==> src/design/assert_macros.svh <==
// Assertion macros used by the arithmetic pipeline (tnac_back).
`ifndef ASSERT_MACROS_SVH
`define ASSERT_MACROS_SVH
`ifndef SYNTHESIS
`define ASSERT_IMPLIES(label, clk, rst, pre, post) \
   label: assert property (@(posedge clk) disable iff (rst) (pre) |-> (post)) \
      else $error("assertion failed");
`define ASSERT_NEXT(label, clk, rst, pre, post) \
   label: assert property (@(posedge clk) disable iff (rst) (pre) |=> (post)) \
      else $error("assertion failed");
`else
`define ASSERT_IMPLIES(label, clk, rst, pre, post)
`define ASSERT_NEXT(label, clk, rst, pre, post)
`endif
`endif

==> src/design/tnac_pkg.sv <==
// Shared constants for the triangle normal, area and centroid block.
package tnac_pkg;
   localparam int COORD_WIDTH_DEF      = 24;
   localparam int NORMAL_FRAC_BITS_DEF = 15;
   localparam int AREA_WIDTH           = 50;
   localparam int QUEUE_DEPTH          = 4;
endpackage

==> src/design/tnac_queue.sv <==
// Short queue that decouples the front stage from the arithmetic pipeline.
module tnac_queue #(
   parameter int DW = 8
) (
   input  logic          clock,
   input  logic          reset,
   input  logic          in_valid,
   output logic          in_ready,
   input  logic [DW-1:0] in_data,
   output logic          out_valid,
   input  logic          out_ready,
   output logic [DW-1:0] out_data
);
   localparam int DEPTH = tnac_pkg::QUEUE_DEPTH;
   localparam int AW    = $clog2(DEPTH);
   localparam int CNTW  = AW + 1;

   logic [DW-1:0]   mem_ff [DEPTH];
   logic [AW-1:0]   wr_ptr_ff, rd_ptr_ff;
   logic [CNTW-1:0] count_ff, count_in;
   logic            push, pop;

   assign in_ready  = count_ff != CNTW'(DEPTH);
   assign out_valid = count_ff != '0;
   assign out_data  = mem_ff[rd_ptr_ff];
   assign push      = in_valid && in_ready;
   assign pop       = out_valid && out_ready;

   always_comb begin
      count_in = count_ff + CNTW'(push) - CNTW'(pop);
   end

   always_ff @(posedge clock) begin
      if (reset) begin
         wr_ptr_ff <= '0;
         rd_ptr_ff <= '0;
         count_ff  <= '0;
      end else begin
         if (push) wr_ptr_ff <= wr_ptr_ff + AW'(1);
         if (pop) rd_ptr_ff <= rd_ptr_ff + AW'(1);
         count_ff <= count_in;
      end
      if (push) begin
         mem_ff[wr_ptr_ff] <= in_data;
      end
   end
endmodule

==> config.mk <==
export PLATFORM = sky130hd
export DESIGN_NAME = tnac_queue
export DESIGN_NICKNAME = d
export VERILOG_FILES = /design/src/design/assert_macros.svh /design/src/design/tnac_pkg.sv /design/src/design/tnac_queue.sv
export SDC_FILE = /design/constraint.sdc
export NUM_CORES = 1
export LEC_CHECK = 0
export BUFFER_PORTS_ARGS = -buffer_cell sky130_fd_sc_hd__buf_2
export CORE_MARGIN = 10
export CORE_UTILIZATION = 50
export DETAILED_ROUTE_END_ITERATION = 7
export PLACE_DENSITY_LB_ADDON = 0.2
export SYNTH_ARGS = -nofsm -noshare
export SYNTH_HDL_FRONTEND = slang
export SYNTH_SLANG_ARGS = --single-unit
==> constraint.sdc <==
create_clock -name clock -period 4 [get_ports clock]
set_input_delay 0 -clock clock [delete_from_list [all_inputs] [get_ports clock]]
set_output_delay 0 -clock clock [all_outputs]
set_load 0.02 [all_outputs]
# [Word level (Yosys, flattened, before mapping)]
# Memories as Yosys holds them, arrays and structs flattened. A register that Yosys moved wholly into a read port is not among the register bits.
# Cells that the tools add are included.
[op_classes] add_sub_neg=4 n_eq_ne=1 mux=4 n_reduce_logical=3
[op_table] operator="2-bit by 1-bit adder with 2-bit output, second input constant" count=2
[op_table] operator="2-bit two-way mux" count=2
[op_table] operator="3-bit by 1-bit adder with 3-bit output" count=1
[op_table] operator="3-bit inequality test, second input constant" count=1
[op_table] operator="3-bit nonzero test" count=1
[op_table] operator="3-bit by 1-bit subtractor with 3-bit output" count=1
[op_table] operator="1-bit logical AND" count=2
[op_table] operator="1-bit two-way mux" count=2
[word_totals] wordCells=16 mem_count=1 mem_bits_rw=32 out_inout_bits=10 in_bits=12 reg_bits=7
[mem_list] name="mem_ff" words=4 width=8 rd=1 rd_clocked_by_memory_dff=1 wr=1 line_no="tnac_queue.sv:18" rtl="logic [DW-1:0] mem_ff [DEPTH];"

# [Depth between registers and ports, before layout]
# Gate-level depths: netlist of run 1.
[depth] depth_word=4 mapped_depth=11 depth_no_buf=11

# [Worst setup path before layout of run 1]
# No wires, ideal clock.
[synth_path] path_type="flip-flop to flip-flop" startpoint="reg count_ff[1]" endpoint="reg count_ff[2]" path_slack_ns=1.870 period_less_slack_ns=2.130 required_ns=3.927 stages_incl_launch_ff=12 t_arrival_ns=2.057 setup_time_ns=0.073 n_path_buf=0 cell_sequence="dfxtp_1 -> nor2_2 -> a21boi_4 -> inv_1 -> ha_1 -> inv_1 -> ha_1 -> inv_1 -> fa_1 -> xor2_1 -> and2_2 -> nor3_2"
[synth_via] elab_chain_cells=4 word_cells_on_any_way=6 classes_between="add/sub (2); eq/ne (1); reduce/logical (3)"
[synth_rtl] item="start: declaration" line_no="tnac_queue.sv:20" rtl="logic [CNTW-1:0] count_ff, count_in;"
[synth_rtl] item="start signal: assignment" line_no="tnac_queue.sv:41" rtl="count_ff <= count_in;"
[synth_rtl] item="3-bit inequality test" line_no="tnac_queue.sv:23" rtl="assign in_ready = count_ff != CNTW'(DEPTH);"
[synth_rtl] item="1-bit logical AND" line_no="tnac_queue.sv:26" rtl="assign push = in_valid && in_ready;"
[synth_rtl] item="3-bit by 1-bit adder with 3-bit output" line_no="tnac_queue.sv:30" rtl="count_in = count_ff + CNTW'(push) - CNTW'(pop);"
[synth_rtl] item="3-bit by 1-bit subtractor with 3-bit output (*)" line_no="tnac_queue.sv:30"
# Every way passes the cells marked *; elsewhere a longest branch is shown, timed or not.
# A chain may end at the register's enable or synchronous reset.

# [Worst setup path after layout of run 1]
# Ends and elaborated chain as after synthesis.

==> flow_summary_export.csv, run 1 <==
group,metric,value,unit
timing,setup_viol,0,
floorplanning,core_area,0.00310,mm2
route,ant_nets,0,
layout,fin_util,62.9,%
pwr,pwr-share-comb,30.0,%
clock_tree,cts_buffers,5,
route,drc,0,
global_route,grt_start_max_net_pins,13,
pwr,ir_worst_vdd,425,uV
yosys,synth.most_common_cell,"edfxtp_1",
global_route,grt_pass1_vias,897,
setup_path,r2r-start,"count_ff[1]",
clock_tree,post_cts_buffers,0,
pwr,pwr_density_cell,625,mW/mm2
floorplanning,dieArea,0.00599,mm2
floorplanning,start_util,53.1,%
yosys,synth_top_area_share,58.4,%
status,status,"completed",
pwr,switchingPower,0.384,mW
clock_tree,cts_root_buffer,"clkbuf_4",
pwr,p_clk_share,20.8,%
clock_tree,cts.htree.levels,2,
worst_hold_path,hp-start,"in_valid",
yosys,synthFlopType,"edfxtp_1",
yosys,synth_edf_count,32,
yosys,yosys-top-cells-area,"edfxtp_1 (58%), dfxtp_1 (11%), mux4_2 (11%), ha_1 (4.6%), nor2_1 (1.6%)",
route,drt_iter0_drc,49,
timing,grt_setup_unrepaired,"false",
pwr,power_frac_seq,49.1,%
timing,hold_violations,0,
pwr,p_sw_share,31.4,%
run,drv_cap,0,
timing,fin_crit_sh,56.8,%
layout,layout.nets,144,
timing,tightest_slew,0.539,ns
setup_path,cp.required,4.27,ns
placed_design,port_buffers,21,
timing,maxClockFrequency,440,MHz
setup_path,crit_start,"count_ff[1]",
yosys,synth_async_sr_flop_share,0,%
global_route,gr-total-overflow,0,
timing,fin_crit,2.27,ns
route,wl_per_cell,15.2,um
pwr,intPower,0.837,mW
timing,slew_headroom,64.0,%
route,vias,840,
yosys,yosys_warnings,0,
setup_path,cp.arrival,2.54,ns
yosys,ys_ff_latch,41,
yosys,syn_inst,91,
clock_tree,clk_pin_slew,0.11,ns
yosys,synth_fp_nets,110,
yosys,ys_seq_area_share,69.3,%
global_route,grt_pass1_wl,4.35,mm
timing,finalSetupTns,0,ns
setup_path,start_kind,"flop",
placed_design,place.gp.congestion,0.673,
setup_path,worstSetupEndpointType,"flop",
yosys,yosysTopAreaCell,"edfxtp_1",
floorplanning,num_io_pins,22,
global_route,grt.total_usage,9.35,%
clock_tree,cts_sinks,41,
timing,finalClockSkew,0.00579,ns
clock_tree,cts_tree,"built",
pwr,leakagePower,0.720,nW
yosys,synth_common_cells,"edfxtp_1 (32), dfxtp_1 (9), mux4_2 (8)",
global_route,antenna_found_initial,0,
route,vias_per_cell,4.94,
layout,drive_gt1_share,32.5,%
route,first_pass_iters,4,
setup_path,worst-setup-path-type,"flop to flop",
placed_design,dp_hpwl,1.78,mm
clock_tree,clk_path_buf_depth,2,
clock_tree,insertion_delay,0.33,ns
setup_path,worst-path-max-fanout,7,
floorplanning,die-width,77.4,um
yosys,syn_area,0.00165,mm2
yosys,synth_area_per_cell,18.1,um2
worst_hold_path,hold_class,"primary input to flop",
floorplanning,rows,20,
layout,syn_to_final_growth,18.6,%
route,wl,2.58,mm
layout,num_antenna_cells,0,
floorplanning,fp.dieH,77.4,um
yosys,ys_types,24,
timing,drv_slew,0,
==> path summary, 6_finish.rpt <==
path	slack, ns	cells past startpoint	to
setup / recovery	1.73	11	count_ff[2]
hold / removal	0.06	3	wr_ptr_ff[1]
setup reg to reg	1.73	11	count_ff[2]
hold reg to reg	0.53	2	wr_ptr_ff[1]
==> metal layers <==
| layer | track usage, % | wire (um) |
|---|---|---|
| met5 | 0 | 0 |
| met4 | 3.83 | 38 |
| met3 | 4.72 | 188 |
| met2 | 14.8 | 1310 |
| met1 | 10.5 | 1040 |
==> registers in the layout (all words and copies together), names as in the netlist, named ones only <==
register   flops
rd_ptr_ff      2
mem_ff        32
count_ff       3
wr_ptr_ff      2
==> final cells by class <==
type	count	area [um2]
well taps	44	55.1
multi-input cells	42	468
flip-flops and latches	41	1140
clock inverters	2	33.8
fillers	243	1150
repair buffers	30	195
inverters	5	18.8
clock buffers	6	41.3
==> layout by cell type (no fill, tap or decap), types with 2 or more instances in the layout <==
| cell | count |
|---|---|
| inv_1 | 5 |
| and2_1 | 4 |
| edfxtp_1 | 32 |
| dlygate4sd3_1 | 9 |
| ha_1 | 6 |
| clkbuf_4 | 5 |
| dfxtp_1 | 9 |
| nand2b_1 | 2 |
| mux4_2 | 8 |
| nor2_1 | 7 |
| xor2_1 | 2 |
| buf_2 | 21 |
==> worst max-delay path: stages (launching register included) <==
cell and delay, ns:
dfxtp_1 0.47, nor2_2 0.10, a21boi_4 0.24, inv_1 0.07
ha_1 0.29, inv_1 0.05, ha_1 0.12, inv_1 0.04
fa_1 0.36, xor2_1 0.16, and2_2 0.20, nor3_2 0.10
==> per-stage QoR <==
stage | total power, mW | hold WS [ns] | area [um2] | setup slack (ns) | cells
3_5_place_dp | 0.982 | 0.221 | 1790 | 1.73 | 153
2_1_floorplan | 0.883 | 0.0989 | 1650 | 1.87 | 91
4_1_cts | 1.24 | 0.0496 | 1950 | 1.70 | 170
5_1_grt | 1.30 | 0.0627 | 1950 | 1.54 | 170
6_report | 1.22 | 0.0618 | 1950 | 1.73 | 170
3_3_place_gp | 0.973 | 0.212 | 1790 | 1.80 | 153
==> power groups by stage <==
stage / Clock, mW / Sequential, mW / Combinational (mW)
final: 0.254 / 0.600 / 0.367
after global routing: 0.278 / 0.615 / 0.412
after CTS: 0.263 / 0.604 / 0.377
after detailed placement: 0 / 0.613 / 0.368
after global placement: 0 / 0.608 / 0.364
after floorplan: 0 / 0.576 / 0.307
==> cell families (layout without fill, tap and decap cells) <==
| family | Yosys count | in the layout | share of synthesized area, % |
|---|---|---|---|
| XOR/XNOR | 3 | 3 | 1.60 |
| adder cells (fa/ha/maj) | 7 | 7 | 5.78 |
| flip-flops | 41 | 41 | 69.3 |
| AND/OR/NAND/NOR | 19 | 19 | 6.31 |
| multiplexers | 10 | 10 | 12.5 |
| AO/OA/AOI/OAI | 3 | 3 | 2.28 |
| buffers and inverters | 8 | 43 | 2.28 |
==> repair_timing <==
action,4_1_cts,5_1_grt
resized for setup,0,0
hold endpoints to repair,39,0
hold buffers,9,0
Power figures use the tool's default switching activity.
==> inputs of run 2 (changes only) <==
Settings changed: ABC_AREA set to 1.
Clock period 4 ns to 2.3 ns, I/O delays scaled along.
==> flow_summary_export.csv, run 2 <==
group,metric,value,unit
route,first_pass_iters,4,
setup_path,cp.arrival,2.27,ns
timing,slew_headroom,77.7,%
timing,drv_slew,0,
placed_design,port_buffers,21,
clock_tree,insertion_delay,0.33,ns
yosys,yosysTopAreaCell,"edfxtp_1",
placed_design,place.gp.congestion,0.704,
global_route,grt_start_max_net_pins,17,
layout,final_cell_mix,"edfxtp_1 (32), nor2_1 (28), buf_2 (21)",
setup_path,start_kind,"flop",
global_route,gr-total-overflow,0,
yosys,synth_common_cells,"edfxtp_1 (32), nor2_1 (28), inv_1 (15)",
setup_path,cp.required,2.53,ns
layout,drive_gt1_share,21.2,%
timing,finalClockSkew,0.00845,ns
clock_tree,cts_resized,0,
yosys,synth_fp_nets,160,
route,vias_per_cell,5.03,
floorplanning,start_util,53.6,%
pwr,pwr_density_cell,997,mW/mm2
placed_design,dp_hpwl,2.18,mm
timing,setup_viol,0,
layout,num_antenna_cells,0,
clock_tree,cts_buffers,5,
worst_hold_path,hold_class,"primary input to flop",
layout,largestRegisters,"mem_ff: 32 flops, count_ff: 3 flops",
layout,largest_register_ffs,32,
timing,grt_setup_unrepaired,"false",
timing,fin_crit,2.04,ns
layout,syn_to_final_growth,20.5,%
timing,hold_violations,0,
pwr,pwr-share-comb,33.8,%
global_route,grt_pass1_vias,1190,
global_route,antenna_found_initial,0,
yosys,ys_ff_latch,41,
timing,fin_crit_sh,88.5,%
yosys,yosys_warnings,0,
pwr,p_clk_share,17.4,%
setup_path,max_stage_delay,0.37,ns
clock_tree,cts_sinks,41,
pwr,p_sw_share,35.1,%
setup_path,worst-setup-path-type,"flop to flop",
pwr,ir_worst_vdd,616,uV
run,drv_cap,0,
route,ant_nets,0,
yosys,synth.most_common_cell,"edfxtp_1",
yosys,ys_types,18,
timing,whs,0.372,ns
clock_tree,cts_tree,"built",
clock_tree,clk_path_buf_depth,2,
pwr,power_frac_seq,48.8,%
route,wl,2.99,mm
setup_path,crit_chain,"nor2_2 > nand2_2 > nand2_1 > ha_1 > inv_1 > ha_1 > inv_1 > fa_1 > o21ai_0 > nor2_1",
timing,finalSetupTns,0,ns
timing,maxClockFrequency,491,MHz
clock_tree,clk_pin_slew,0.10,ns
yosys,yosys-top-cells-area,"edfxtp_1 (57%), dfxtp_1 (11%), nor2_1 (6.3%), ha_1 (4.5%), o21ai_0 (3.9%)",
layout,layout_commonest_cell,"edfxtp_1",
global_route,grt.total_usage,10.5,%
pwr,switchingPower,0.708,mW
route,wl_per_cell,13.1,um
setup_path,slowest_stage,"dfxtp_1",
yosys,synth_area_per_cell,11.9,um2
yosys,synth_top_area_share,57.3,%
clock_tree,cts_root_buffer,"clkbuf_4",
pwr,intPower,1.31,mW
global_route,grt_pass1_wl,5.15,mm
route,vias,1146,
timing,tightest_slew,0.335,ns
layout,largest_register,"mem_ff",
yosys,synth_async_sr_flop_share,0,%
floorplanning,fp.dieH,77.9,um
setup_path,worst-path-max-fanout,6,
route,drt_iter0_drc,91,
layout,layout.nets,202,
yosys,synthFlopType,"edfxtp_1",
clock_tree,cts.htree.levels,2,
floorplanning,num_io_pins,22,
yosys,ys_seq_area_share,68.1,%
floorplanning,dieArea,0.00607,mm2
floorplanning,core_area,0.00313,mm2
status,status,"completed",
yosys,syn_inst,141,
pwr,leakagePower,0.803,nW
floorplanning,rows,20,
route,drc,0,
setup_path,worstSetupEndpointType,"flop",
yosys,syn_area,0.00168,mm2
yosys,synth_edf_count,32,
floorplanning,die-width,77.9,um
==> run 2: cell count changes in the layout (fill, tap and decap cells not counted), moves of 4 or more <==
cell / before / now
buf_4: 0 / 5
and2_1: 4 / 0
mux4_2: 8 / 0
a21oi_1: 0 / 4
o21ai_0: 0 / 13
o22ai_1: 0 / 8
nand2_1: 1 / 10
nor2_1: 7 / 28
inv_1: 5 / 15
==> run 2: final timing paths <==
kind	depth (start not counted)	start	endpoint	slack, ns
min reg2reg	2	rd_ptr_ff[0]	rd_ptr_ff[0]	0.50
max	10	count_ff[1]	count_ff[2]	0.26
min	3	reset	count_ff[1]	0.37
max reg2reg	10	count_ff[1]	count_ff[2]	0.26
==> run 2: worst max-delay path, delay by kind of cell (launching register included) <==
| family | cells | cell delay, ns |
|---|---|---|
| AND/OR/NAND/NOR | 4 | 0.51 |
| adder cells (fa/ha/maj) | 3 | 0.76 |
| flip-flops | 1 | 0.37 |
| buffers and inverters | 2 | 0.11 |
| AO/OA/AOI/OAI | 1 | 0.18 |
==> run 2: what timing repair did <==
action,4_1_cts,5_1_grt
buffers inserted,0,0
hold buffers,11,0
hold endpoints to repair,38,0
==> run 2: metal layers <==
metal  up-vias  track usage [%]  share of wire (%)
met5         -                0                  0
met4         0             4.84                1.5
met3         5             3.34                5.4
met2        24             18.8                 54
met1       546             11.0                 39
li1        571                -                  -
==> run 2: metrics by stage <==
step	cell area (um2)	total power [mW]	std cells	setup slack, ns	utilization [%]
6_report	2020	2.02	228	0.265	64.6
5_1_grt	2020	2.17	228	0.103	64.6
4_1_cts	2020	2.05	228	0.253	64.6
3_5_place_dp	1850	1.69	209	0.269	59.2
3_3_place_gp	1850	1.64	209	0.395	59.2
2_1_floorplan	1680	1.47	141	0.371	-
==> run 2: cells by family after synthesis <==
family,count (synthesis),share of synthesized area [%]
buffers and inverters,18,4.92
and+or+nand+nor,44,10.5
adders and majority gates,7,5.67
AOI/OAI and AO/OA,31,10.8
DFF,41,68.1
==> run 2: layout make-up <==
| cell class | instances | area [um2] |
|---|---|---|
| Multi-Input combinational cell | 82 | 453 |
| Fill cell | 263 | 1110 |
| Sequential cell | 41 | 1140 |
| Clock buffer | 8 | 58.8 |
| Inverter | 16 | 60.1 |
| Tap cell | 44 | 55.1 |
| Timing Repair Buffer | 37 | 253 |
==> run 2: power groups by stage <==
stage	sequential, mW	combinational, mW	clock [mW]
6_report	0.983	0.682	0.350
5_1_grt	0.999	0.781	0.395
4_1_cts	0.984	0.699	0.364
3_5_place_dp	1.00	0.684	0
3_3_place_gp	0.995	0.648	0
2_1_floorplan	0.981	0.484	0
