==> src/design/assert_macros.svh <==
// Assertion macros used by the arithmetic pipeline (tnac_back).
`ifndef ASSERT_MACROS_SVH
`define ASSERT_MACROS_SVH
`ifndef SYNTHESIS
`define ASSERT_IMPLIES(label, clk, rst, pre, post) \
   label: assert property (@(posedge clk) disable iff (rst) (pre) |-> (post)) \
      else $error("assertion failed");
`define ASSERT_NEXT(label, clk, rst, pre, post) \
   label: assert property (@(posedge clk) disable iff (rst) (pre) |=> (post)) \
      else $error("assertion failed");
`else
`define ASSERT_IMPLIES(label, clk, rst, pre, post)
`define ASSERT_NEXT(label, clk, rst, pre, post)
`endif
`endif

==> src/design/tnac_pkg.sv <==
// Shared constants for the triangle normal, area and centroid block.
package tnac_pkg;
   localparam int COORD_WIDTH_DEF      = 24;
   localparam int NORMAL_FRAC_BITS_DEF = 15;
   localparam int AREA_WIDTH           = 50;
   localparam int QUEUE_DEPTH          = 4;
endpackage

==> src/design/tnac_front.sv <==
// Front stage: accepts a triangle and forms its edge vectors and biased vertex sums.
module tnac_front #(
   parameter int CW = tnac_pkg::COORD_WIDTH_DEF,
   localparam int QDW = 6 * (CW + 1) + 3 * (CW + 3) + 1
) (
   input  logic                 clock,
   input  logic                 reset,
   input  logic                 req_valid,
   output logic                 req_ready,
   input  logic signed [CW-1:0] req_vertex_a_x,
   input  logic signed [CW-1:0] req_vertex_a_y,
   input  logic signed [CW-1:0] req_vertex_a_z,
   input  logic signed [CW-1:0] req_vertex_b_x,
   input  logic signed [CW-1:0] req_vertex_b_y,
   input  logic signed [CW-1:0] req_vertex_b_z,
   input  logic signed [CW-1:0] req_vertex_c_x,
   input  logic signed [CW-1:0] req_vertex_c_y,
   input  logic signed [CW-1:0] req_vertex_c_z,
   input  logic                 req_last_in_mesh,
   output logic                 out_valid,
   input  logic                 out_ready,
   output logic [QDW-1:0]       out_data
);
   localparam int EW = CW + 1;
   localparam int UW = CW + 3;
   localparam logic [UW-1:0] BIAS = (UW'(3) << CW) + UW'(1);

   typedef struct packed {
      logic signed [EW-1:0] ux, uy, uz, vx, vy, vz;
      logic [UW-1:0]        sx, sy, sz;
      logic                 last;
   } qitem_type;

   qitem_type item_in;
   logic      vld_ff;
   logic [QDW-1:0] data_ff;

   always_comb begin
      item_in.ux   = EW'(req_vertex_b_x) - EW'(req_vertex_a_x);
      item_in.uy   = EW'(req_vertex_b_y) - EW'(req_vertex_a_y);
      item_in.uz   = EW'(req_vertex_b_z) - EW'(req_vertex_a_z);
      item_in.vx   = EW'(req_vertex_c_x) - EW'(req_vertex_a_x);
      item_in.vy   = EW'(req_vertex_c_y) - EW'(req_vertex_a_y);
      item_in.vz   = EW'(req_vertex_c_z) - EW'(req_vertex_a_z);
      item_in.sx   = UW'(req_vertex_a_x) + UW'(req_vertex_b_x) + UW'(req_vertex_c_x) + BIAS;
      item_in.sy   = UW'(req_vertex_a_y) + UW'(req_vertex_b_y) + UW'(req_vertex_c_y) + BIAS;
      item_in.sz   = UW'(req_vertex_a_z) + UW'(req_vertex_b_z) + UW'(req_vertex_c_z) + BIAS;
      item_in.last = req_last_in_mesh;
   end

   assign req_ready = !vld_ff || out_ready;
   assign out_valid = vld_ff;
   assign out_data  = data_ff;

   always_ff @(posedge clock) begin
      if (reset) begin
         vld_ff <= 1'b0;
      end else if (req_ready) begin
         vld_ff <= req_valid;
      end
      if (req_ready && req_valid) begin
         data_ff <= item_in;
      end
   end
endmodule

==> config.mk <==
export PLATFORM = sky130hd
export DESIGN_NAME = tnac_front
export DESIGN_NICKNAME = d
export VERILOG_FILES = /design/src/design/assert_macros.svh /design/src/design/tnac_pkg.sv /design/src/design/tnac_front.sv
export SDC_FILE = /design/constraint.sdc
export NUM_CORES = 1
export LEC_CHECK = 0
export ABC_AREA = 1
export ABC_CLOCK_PERIOD_IN_PS = 28800
export BUFFER_PORTS_ARGS = -buffer_cell sky130_fd_sc_hd__buf_2
export CAP_MARGIN = 20
export CORE_ASPECT_RATIO = 1.25
export CORE_MARGIN = 5
export CORE_UTILIZATION = 37
export CTS_CLUSTER_DIAMETER = 40
export DETAILED_ROUTE_END_ITERATION = 6
export PLACE_DENSITY = 0.67
export SLEW_MARGIN = 20
export SYNTH_ARGS = -nofsm -noshare
export SYNTH_HDL_FRONTEND = slang
export SYNTH_SLANG_ARGS = --single-unit
==> constraint.sdc <==
create_clock -name clock -period 28.8 [get_ports clock]
set_clock_uncertainty 0.15 [all_clocks]
set_input_delay 2.88 -clock clock [delete_from_list [all_inputs] [get_ports clock]]
set_output_delay 2.88 -clock clock [all_outputs]
set_load 0.05 [all_outputs]
# Word-level counts from Yosys, hierarchy flattened
# Index checks and enable logic that the tools add are counted.
# word_totals
register_bits	233
latch_bits	0
mem_bits_rw	0
romBits	0
in_bits	221
output_inout_bits	234
elab_cells	20
memories	0
# classes
addsub	15
mul	0
n_div	0
n_lt_le_gt_ge	0
n_eq_ne	0
shifts	0
mux	0
bitwise_logic	0
n_reduce_logical	3
# ops
op	n
24-bit by 24-bit subtractor with 25-bit output	6
27-bit by 26-bit adder with 27-bit output, second input constant	3
25-bit by 24-bit adder with 26-bit output	3
24-bit by 24-bit adder with 25-bit output	3
1-bit logical AND	1
1-bit logical NOT	1
1-bit logical OR	1

# Logic depth before layout (Yosys ltp)
# Gate-level depths: netlist (run 1).
# depth
depth_word	3
mapped_depth	23
ltp_nobuf	23

# Worst setup path before layout (run 1)
# OpenSTA, ideal clock, no wires.
# synth_path
path_type	input to register
start	input req_valid
end	register data_ff[0], in the netlist out_data[0] (enable)
setup_time_ns	0.900
arrival_time_ns	14.052
t_required_ns	27.750
slack_ns	13.698
path_stages	2
n_path_buf	0
path_cell_list	inv_1 -> a21oi_1
# synth_via
elab_chain_len	1
# synth_lines
item	line_no	text
from (decl)	tnac_front.sv:8	input logic req_valid,
1-bit logical AND	tnac_front.sv:61	if (req_ready && req_valid) begin
to (signal assigned)	tnac_front.sv:62	data_ff <= item_in;
to (decl)	tnac_front.sv:36	logic [QDW-1:0] data_ff;
# No other way between the ends.
# A chain may end at the register's enable or synchronous reset.

# Final worst setup path (run 1)
# layout_path
start	input out_ready
end	output req_ready
# layout_via
elab_chain_len	1
# layout_lines
item	line_no	text
from (decl)	tnac_front.sv:21	input logic out_ready,
1-bit logical OR	tnac_front.sv:51	assign req_ready = !vld_ff || out_ready;
to (decl)	tnac_front.sv:9	output logic req_ready,
# No other way between the ends.

==> summary.json, run 1 <==
{
  "outcome": {"value": "finished, final reports clean"},
  "synth.cell_area": {"value": 22820, "unit": "sq um"},
  "syn_to_final_growth": {"value": 21.36, "unit": "%"},
  "finalHoldViolations": {"value": 0},
  "clockRootBuffer": {"value": "clkbuf_16"},
  "seq_area": {"value": 6987, "unit": "sq um"},
  "synthesis.nets": {"value": 3411},
  "grt_max_degree": {"value": 63},
  "start_util": {"value": 0.3747},
  "detailedPlacementHpwl": {"value": 66790, "unit": "microns"},
  "yosys_warnings": {"value": 0},
  "syn-instance-count": {"value": 2890},
  "timing.final.ws_setup": {"value": 22.41, "unit": "ns"},
  "crit_required": {"value": 25.77, "unit": "ns"},
  "slew_violations": {"value": 0},
  "synth_compound_gate_area_share": {"value": 0.08975},
  "top_level_i_o_count": {"value": 455},
  "cap_viol_max_count": {"value": 0},
  "layout.cell_area.non_filler": {"value": 27700, "unit": "sq um"},
  "hp-class": {"value": "flop to flop"},
  "vdd_drop_max": {"value": 66.75, "unit": "uV"},
  "p_leak": {"value": 13.61, "unit": "nW"},
  "count_of_buffers_inserted_at_the_top_level_ports": {"value": 454},
  "post_cts_buffers": {"value": 0},
  "die_y": {"value": 287.7, "unit": "microns"},
  "synthFlopType": {"value": "edfxtp_1"},
  "synthAdderAreaFrac": {"value": 0.1911},
  "arrival": {"value": 3.36, "unit": "ns"},
  "fillers": {"value": 6114},
  "crit_path_max_incr_delay": {"value": 0.21, "unit": "ns"},
  "initialDrtViolationCount": {"value": 1136},
  "synth-edff-count": {"value": 232},
  "grt_antenna_before_repair": {"value": 18},
  "number_of_hold_buffers_added_after_cts": {"value": 0},
  "first_global_vias": {"value": 21050},
  "clk_latency": {"value": 0.57, "unit": "ns"},
  "post_synth_and_or_nand_nor_area_fraction": {"value": 0.2583},
  "critical_path.most_common_cell": {"value": "buf_2"},
  "placementRows": {"value": 101},
  "cts_sinks": {"value": 233},
  "synth_mux_area_frac": {"value": 0},
  "path_cells": {"value": "buf_2, inv_1, nand2_1, buf_2"},
  "startpoint_type_of_the_worst_setup_path": {"value": "input pin"},
  "share_of_the_clock_period_used_by_the_worst_path": {"value": 0.2218},
  "share_of_layout_cells_above_drive_strength_1": {"value": 0.1893},
  "detail_route.wl_per_cell": {"value": 18.18, "unit": "microns"},
  "grt_use_total": {"value": 0.2234},
  "synth.top_cells.by_area": {"value": "edfxtp_1, nand2_1, ha_1, inv_1, fa_1"},
  "die_area": {"value": 66780, "unit": "sq um"},
  "synth_sequential_area_ratio": {"value": 0.3061},
  "clkTransAtPathRegs": {"value": 0.05, "unit": "ns"},
  "htree_num_levels": {"value": 2},
  "drt_wl_total": {"value": 77520, "unit": "microns"},
  "timing.fmax": {"value": 156.6, "unit": "MHz"},
  "timing.final.setup_violations": {"value": 0},
  "rsz0062_at_grt": {"value": "false"},
  "synth_async_sr_flop_share": {"value": 0},
  "post_cts.resized_instances": {"value": 0},
  "num_vias": {"value": 21170},
  "dr.pass1.iters": {"value": 5},
  "finish.net_count": {"value": 3913},
  "ys_types": {"value": 45},
  "measured_slew_at_the_worst_slew_check_pin": {"value": 0.8451, "unit": "ns"},
  "post_syn_area_per_cell": {"value": 7.897, "unit": "sq um"},
  "cts_tree": {"value": "yes"},
  "final.setup.tns": {"value": 0, "unit": "ns"},
  "die_width": {"value": 232.1, "unit": "microns"},
  "power.density": {"value": 68.16, "unit": "nW/um^2"},
  "deepest_clock_path_buffer_count": {"value": 3},
  "criticalPathCategory": {"value": "input pin to output port"},
  "route.antenna.remaining_nets": {"value": 0},
  "yosys.area_share.xor_xnor": {"value": 0.07977},
  "gr-total-overflow": {"value": 0},
  "synth_seq_cells": {"value": 233},
  "critPathCaptureType": {"value": "output port"},
  "timing.final.crit_period": {"value": 6.387, "unit": "ns"},
  "post_drt_via_cell_ratio": {"value": 4.965},
  "dominant_combinational_cell_family_by_area_after_synthesis": {"value": "simple AND/OR/NAND/NOR gates"},
  "crit_slowest_cell": {"value": "buf_2"},
  "cts_inserted_buffers": {"value": 45},
  "grt_first_pass_wirelength": {"value": 115900, "unit": "microns"},
  "placedInstanceArea": {"value": 26150, "unit": "sq um"},
  "yosysTopAreaCellShare": {"value": 0.3053},
  "place_worst_setup_slack": {"value": 22.34, "unit": "ns"},
  "multiInputGateArea": {"value": 14140, "unit": "sq um"},
  "place.gp.congestion": {"value": 0.9967},
  "crit_path_max_fanout": {"value": 2},
  "remaining_drc_errors": {"value": 0},
  "synth_top_cell_by_area": {"value": "edfxtp_1"},
  "fin_util": {"value": 0.4547},
  "coreArea": {"value": 60910, "unit": "sq um"},
  "slew_headroom": {"value": 0.4366}
}
cells in the final DEF (no fill, tap or decap), drive strengths merged, types with 4 or more instances in the layout:
master and count:
nand2 785, inv 467, buf 458, nor2 235, edfxtp 232, ha 219
a21oi 207, nand3 189, xor2 143, o21ai 84, fa 81, xnor2 64
nand4 46, clkbuf 46, nor3 44, nand3b 18, o21bai 16, clkinv 15
a211oi 13, diode 12, a21o 8, o21a 8, a31oi 8, o31ai 6
o221ai 5, and2 4, o211a 4, nor4 4, o211ai 4, clkinvlp 4
power by group:
part / leakage [nW] / switching (mW) / internal [mW] / total, mW
logic: 10.6 / 0.634 / 0.249 / 0.883
registers: 2.25 / 0.0206 / 0.459 / 0.480
clock network: 0.736 / 0.209 / 0.316 / 0.525
flip-flops by register name (all words and copies together) (netlist names):
| signal | count |
|---|---|
| out_data | 232 |
| out_valid | 1 |
area by class of cell:
cell class,instances,area share
diodes,12,0.001084
clock buffers,46,0.04079
clock inverters,37,0.01396
inverters,451,0.06112
multi-input cells,2203,0.5104
flip-flops and latches,233,0.2523
well taps,824,0.03722
repair buffers,458,0.08312
kinds of logic (layout without fill, tap and decap cells):
kind of cell | count (synthesis) | count (layout)
AND/OR/NAND/NOR | 1329 | 1329
buffers and inverters | 454 | 992
AO/OA/AOI/OAI | 367 | 367
adder cells (fa/ha/maj) | 300 | 300
flip-flops | 233 | 233
XOR/XNOR | 207 | 207
other | 0 | 12
stage by stage:
stage	hold slack [ns]	power [mW]	cells
after CTS	0.3815	1.905	4252
after global placement	0.3651	1.363	4169
final	0.3848	1.888	4264
after detailed placement	0.3735	1.366	4169
after floorplan	0.9205	1.134	2890
after global routing	0.4177	2.010	4256
cells in the mapped netlist (45+ instances only):
cell,number
fa_1,81
a21oi_1,205
nand2_1,736
edfxtp_1,232
xnor2_1,64
xor2_1,142
o21ai_0,82
nor2_1,208
nand2_2,46
nand3_1,174
nand4_1,45
inv_1,441
ha_1,219
critical path, delay by kind of cell:
| family | cells | cell delay, ns |
|---|---|---|
| and+or+nand+nor | 1 | 0.08 |
| buffers and inverters | 3 | 0.39 |
metal layers:
metal	track usage	routed length [microns]
met1	0.2511	30000
met2	0.4064	38900
met3	0.05238	5131
met4	0.08954	3439
met5	0	56
final timing paths:
path         startpoint             to  slack (ns)  cells after the start
min reg2reg   out_valid      out_valid        0.38                      2
max reg2reg   out_valid  out_data[178]       26.25                      3
min           out_valid      out_valid        0.38                      2
max           out_ready      req_ready       22.41                      4
Note: power is estimated with default switching activity, not from simulation.
==> inputs of run 2 (changes only) <==
Settings changed: ABC_CLOCK_PERIOD_IN_PS 28800 to 6250.
Clock period 28.8 ns to 6.25 ns, I/O delays scaled along.
==> summary.json, run 2 (synthesized netlist as in run 1, its figures left out) <==
{
  "path_cells": {"value": "buf_2, inv_1, fa_1, inv_1, ha_1, inv_1, fa_1, inv_1, nand3_1, nand2_1, nand2_1, nand2_1, nand2_1, nand2_2, nand3_1, nor2_2, nand2_2, nor2_4, nand2_1, xnor2_1, inv_1"},
  "detail_route.wl_per_cell": {"value": 18.25, "unit": "microns", "change": "+0.38%"},
  "detailroute.wirelength.met3": {"value": 5420, "unit": "microns", "change": "+5.6%"},
  "timing.final.setup_violations": {"value": 0, "change": "unchanged"},
  "crit_cells": {"value": 21, "change": "+17"},
  "criticalPathCategory": {"value": "input pin to flop"},
  "crit_path_max_incr_delay": {"value": 0.48, "unit": "ns", "change": "+0.27 ns"},
  "worst_hold_slack": {"value": 0.07559, "unit": "ns", "change": "-0.3092 ns"},
  "post_cts.resized_instances": {"value": 0, "change": "unchanged"},
  "largest_register_ff_count": {"value": 232, "change": "unchanged"},
  "start_util": {"value": 0.3747, "change": "unchanged"},
  "syn_to_final_growth": {"value": 21.37, "unit": "%", "change": "about the same"},
  "die_width": {"value": 232.1, "unit": "microns", "change": "unchanged"},
  "ff2ff_setup_slack": {"value": 4.15, "unit": "ns", "change": "-22.10 ns"},
  "place.gp.congestion": {"value": 0.9871, "change": "-0.96%"},
  "grt_antenna_before_repair": {"value": 17, "change": "-1"},
  "die_y": {"value": 287.7, "unit": "microns", "change": "unchanged"},
  "fin_util": {"value": 0.4547, "change": "about the same"},
  "outcome": {"value": "finished, final reports clean"},
  "grt_use_total": {"value": 0.2258, "change": "+0.002435"},
  "grt_max_degree": {"value": 150, "change": "+140%"},
  "remaining_drc_errors": {"value": 0, "change": "unchanged"},
  "rr_worst_depth": {"value": 2, "change": "-1"},
  "num_vias": {"value": 21200, "change": "+0.16%"},
  "top_level_i_o_count": {"value": 455, "change": "unchanged"},
  "crit_required": {"value": 6.43, "unit": "ns", "change": "-19.34 ns"},
  "cts_sinks": {"value": 233, "change": "unchanged"},
  "clkTransAtPathRegs": {"value": 0.06, "unit": "ns", "change": "about the same"},
  "layout.cell_area.non_filler": {"value": 27700, "unit": "sq um", "change": "about the same"},
  "gr-total-overflow": {"value": 0, "change": "unchanged"},
  "number_of_hold_buffers_added_after_cts": {"value": 0, "change": "unchanged"},
  "clockRootBuffer": {"value": "clkbuf_16"},
  "rsz0062_at_grt": {"value": "false"},
  "deepest_clock_path_buffer_count": {"value": 3, "change": "unchanged"},
  "route.antenna.remaining_nets": {"value": 0, "change": "unchanged"},
  "p_leak": {"value": 13.60, "unit": "nW", "change": "about the same"},
  "timing.final.ws_setup": {"value": 2.630, "unit": "ns", "change": "-19.78 ns"},
  "die_area": {"value": 66780, "unit": "sq um", "change": "unchanged"},
  "top_layer_used": {"value": "met5"},
  "first_global_vias": {"value": 21480, "change": "+2.0%"},
  "finalPower": {"value": 8.719, "unit": "mW", "change": "+360%"},
  "placementRows": {"value": 101, "change": "unchanged"},
  "post_drt_via_cell_ratio": {"value": 4.982, "change": "+0.34%"},
  "dp.cells": {"value": 4167, "change": "-0.048%"},
  "crit_path_max_fanout": {"value": 7, "change": "+5"},
  "arrival": {"value": 3.80, "unit": "ns", "change": "+0.44 ns"},
  "detailroute.wirelength.met2": {"value": 38700, "unit": "microns", "change": "-0.51%"},
  "final_cells": {"value": 4256, "change": "-0.19%"},
  "grt_first_pass_wirelength": {"value": 118100, "unit": "microns", "change": "+2.0%"},
  "count_of_buffers_inserted_at_the_top_level_ports": {"value": 454, "change": "unchanged"},
  "dr.pass1.iters": {"value": 6, "change": "+1"},
  "post_cts_buffers": {"value": 0, "change": "unchanged"},
  "detailedPlacementHpwl": {"value": 66630, "unit": "microns", "change": "-0.24%"},
  "final_common_cell": {"value": "nand2_1"},
  "critPathCaptureType": {"value": "flop"},
  "most-common-layout-cells": {"value": "nand2_1, buf_2, inv_1"},
  "final.setup.tns": {"value": 0, "unit": "ns", "change": "unchanged"},
  "vdd_drop_max": {"value": 246.5, "unit": "uV", "change": "+270%"},
  "measured_slew_at_the_worst_slew_check_pin": {"value": 0.8541, "unit": "ns", "change": "+0.009048 ns"},
  "placedInstanceArea": {"value": 26160, "unit": "sq um", "change": "about the same"},
  "clk_latency": {"value": 0.55, "unit": "ns", "change": "-0.02 ns"},
  "crit_slowest_cell": {"value": "fa_1"},
  "whs_path_depth": {"value": 2, "change": "unchanged"},
  "fillers": {"value": 6227, "change": "+1.8%"},
  "drt_wl_total": {"value": 77670, "unit": "microns", "change": "+0.19%"},
  "timing.fmax": {"value": 276.3, "unit": "MHz"},
  "coreArea": {"value": 60910, "unit": "sq um", "change": "unchanged"},
  "hp-class": {"value": "input pin to flop"},
  "m1WireLength": {"value": 30530, "unit": "microns", "change": "+1.8%"},
  "startpoint_type_of_the_worst_setup_path": {"value": "input pin"},
  "share_of_the_clock_period_used_by_the_worst_path": {"value": 0.5792},
  "cts_tree": {"value": "yes"},
  "worst_path_dominant_cell_family": {"value": "adder cells"},
  "cap_viol_max_count": {"value": 0, "change": "unchanged"},
  "cts_inserted_buffers": {"value": 45, "change": "unchanged"},
  "finalHoldViolations": {"value": 0, "change": "unchanged"},
  "slew_violations": {"value": 0, "change": "unchanged"},
  "place_worst_setup_slack": {"value": 2.035, "unit": "ns", "change": "-20.31 ns"},
  "finish.net_count": {"value": 3911, "change": "-0.051%"},
  "share_of_layout_cells_above_drive_strength_1": {"value": 0.1883, "change": "-0.001002"},
  "timing.final.crit_period": {"value": 3.620, "unit": "ns"},
  "initialDrtViolationCount": {"value": 1181, "change": "+4.0%"},
  "power.density": {"value": 314.8, "unit": "nW/um^2", "change": "+360%"},
  "slew_headroom": {"value": 0.4306, "change": "-0.006032"},
  "htree_num_levels": {"value": 2, "change": "unchanged"},
  "worst-path-buf-inv": {"value": 6, "change": "+3"}
}
==> run 2: power by group <==
| group | total [mW] | leakage [nW] | internal, mW | switching, mW |
|---|---|---|---|---|
| sequential | 2.21 | 2.25 | 2.12 | 0.0945 |
| combinational | 4.07 | 10.6 | 1.15 | 2.92 |
| clock | 2.44 | 0.728 | 1.48 | 0.960 |
==> run 2: layer usage <==
metal	track usage	up-vias
li1	-	10580
met1	0.2615	9765
met2	0.4106	685
met3	0.04883	161
met4	0.07905	16
met5	0	-
==> run 2: cell type report <==
| class | count | area [sq um] | area share |
|---|---|---|---|
| repair buffers | 456 | 2312 | 0.08348 |
| clock buffers | 49 | 1162 | 0.04196 |
| flip-flops and latches | 233 | 6987 | 0.2522 |
| clock inverters | 33 | 359.1 | 0.01296 |
| multi-input cells | 2203 | 14140 | 0.5104 |
| diodes | 7 | 17.52 | 0.0006324 |
| inverters | 451 | 1693 | 0.06112 |
| well taps | 824 | 1031 | 0.03722 |
==> run 2: final timing paths <==
| kind | start | end |
|---|---|---|
| worst max-delay path | req_vertex_a_z[1] | out_data[19] |
| worst min-delay path | reset | out_valid |
| worst max register to register | out_valid | out_data[180] |
| worst min register to register | out_valid | out_valid |
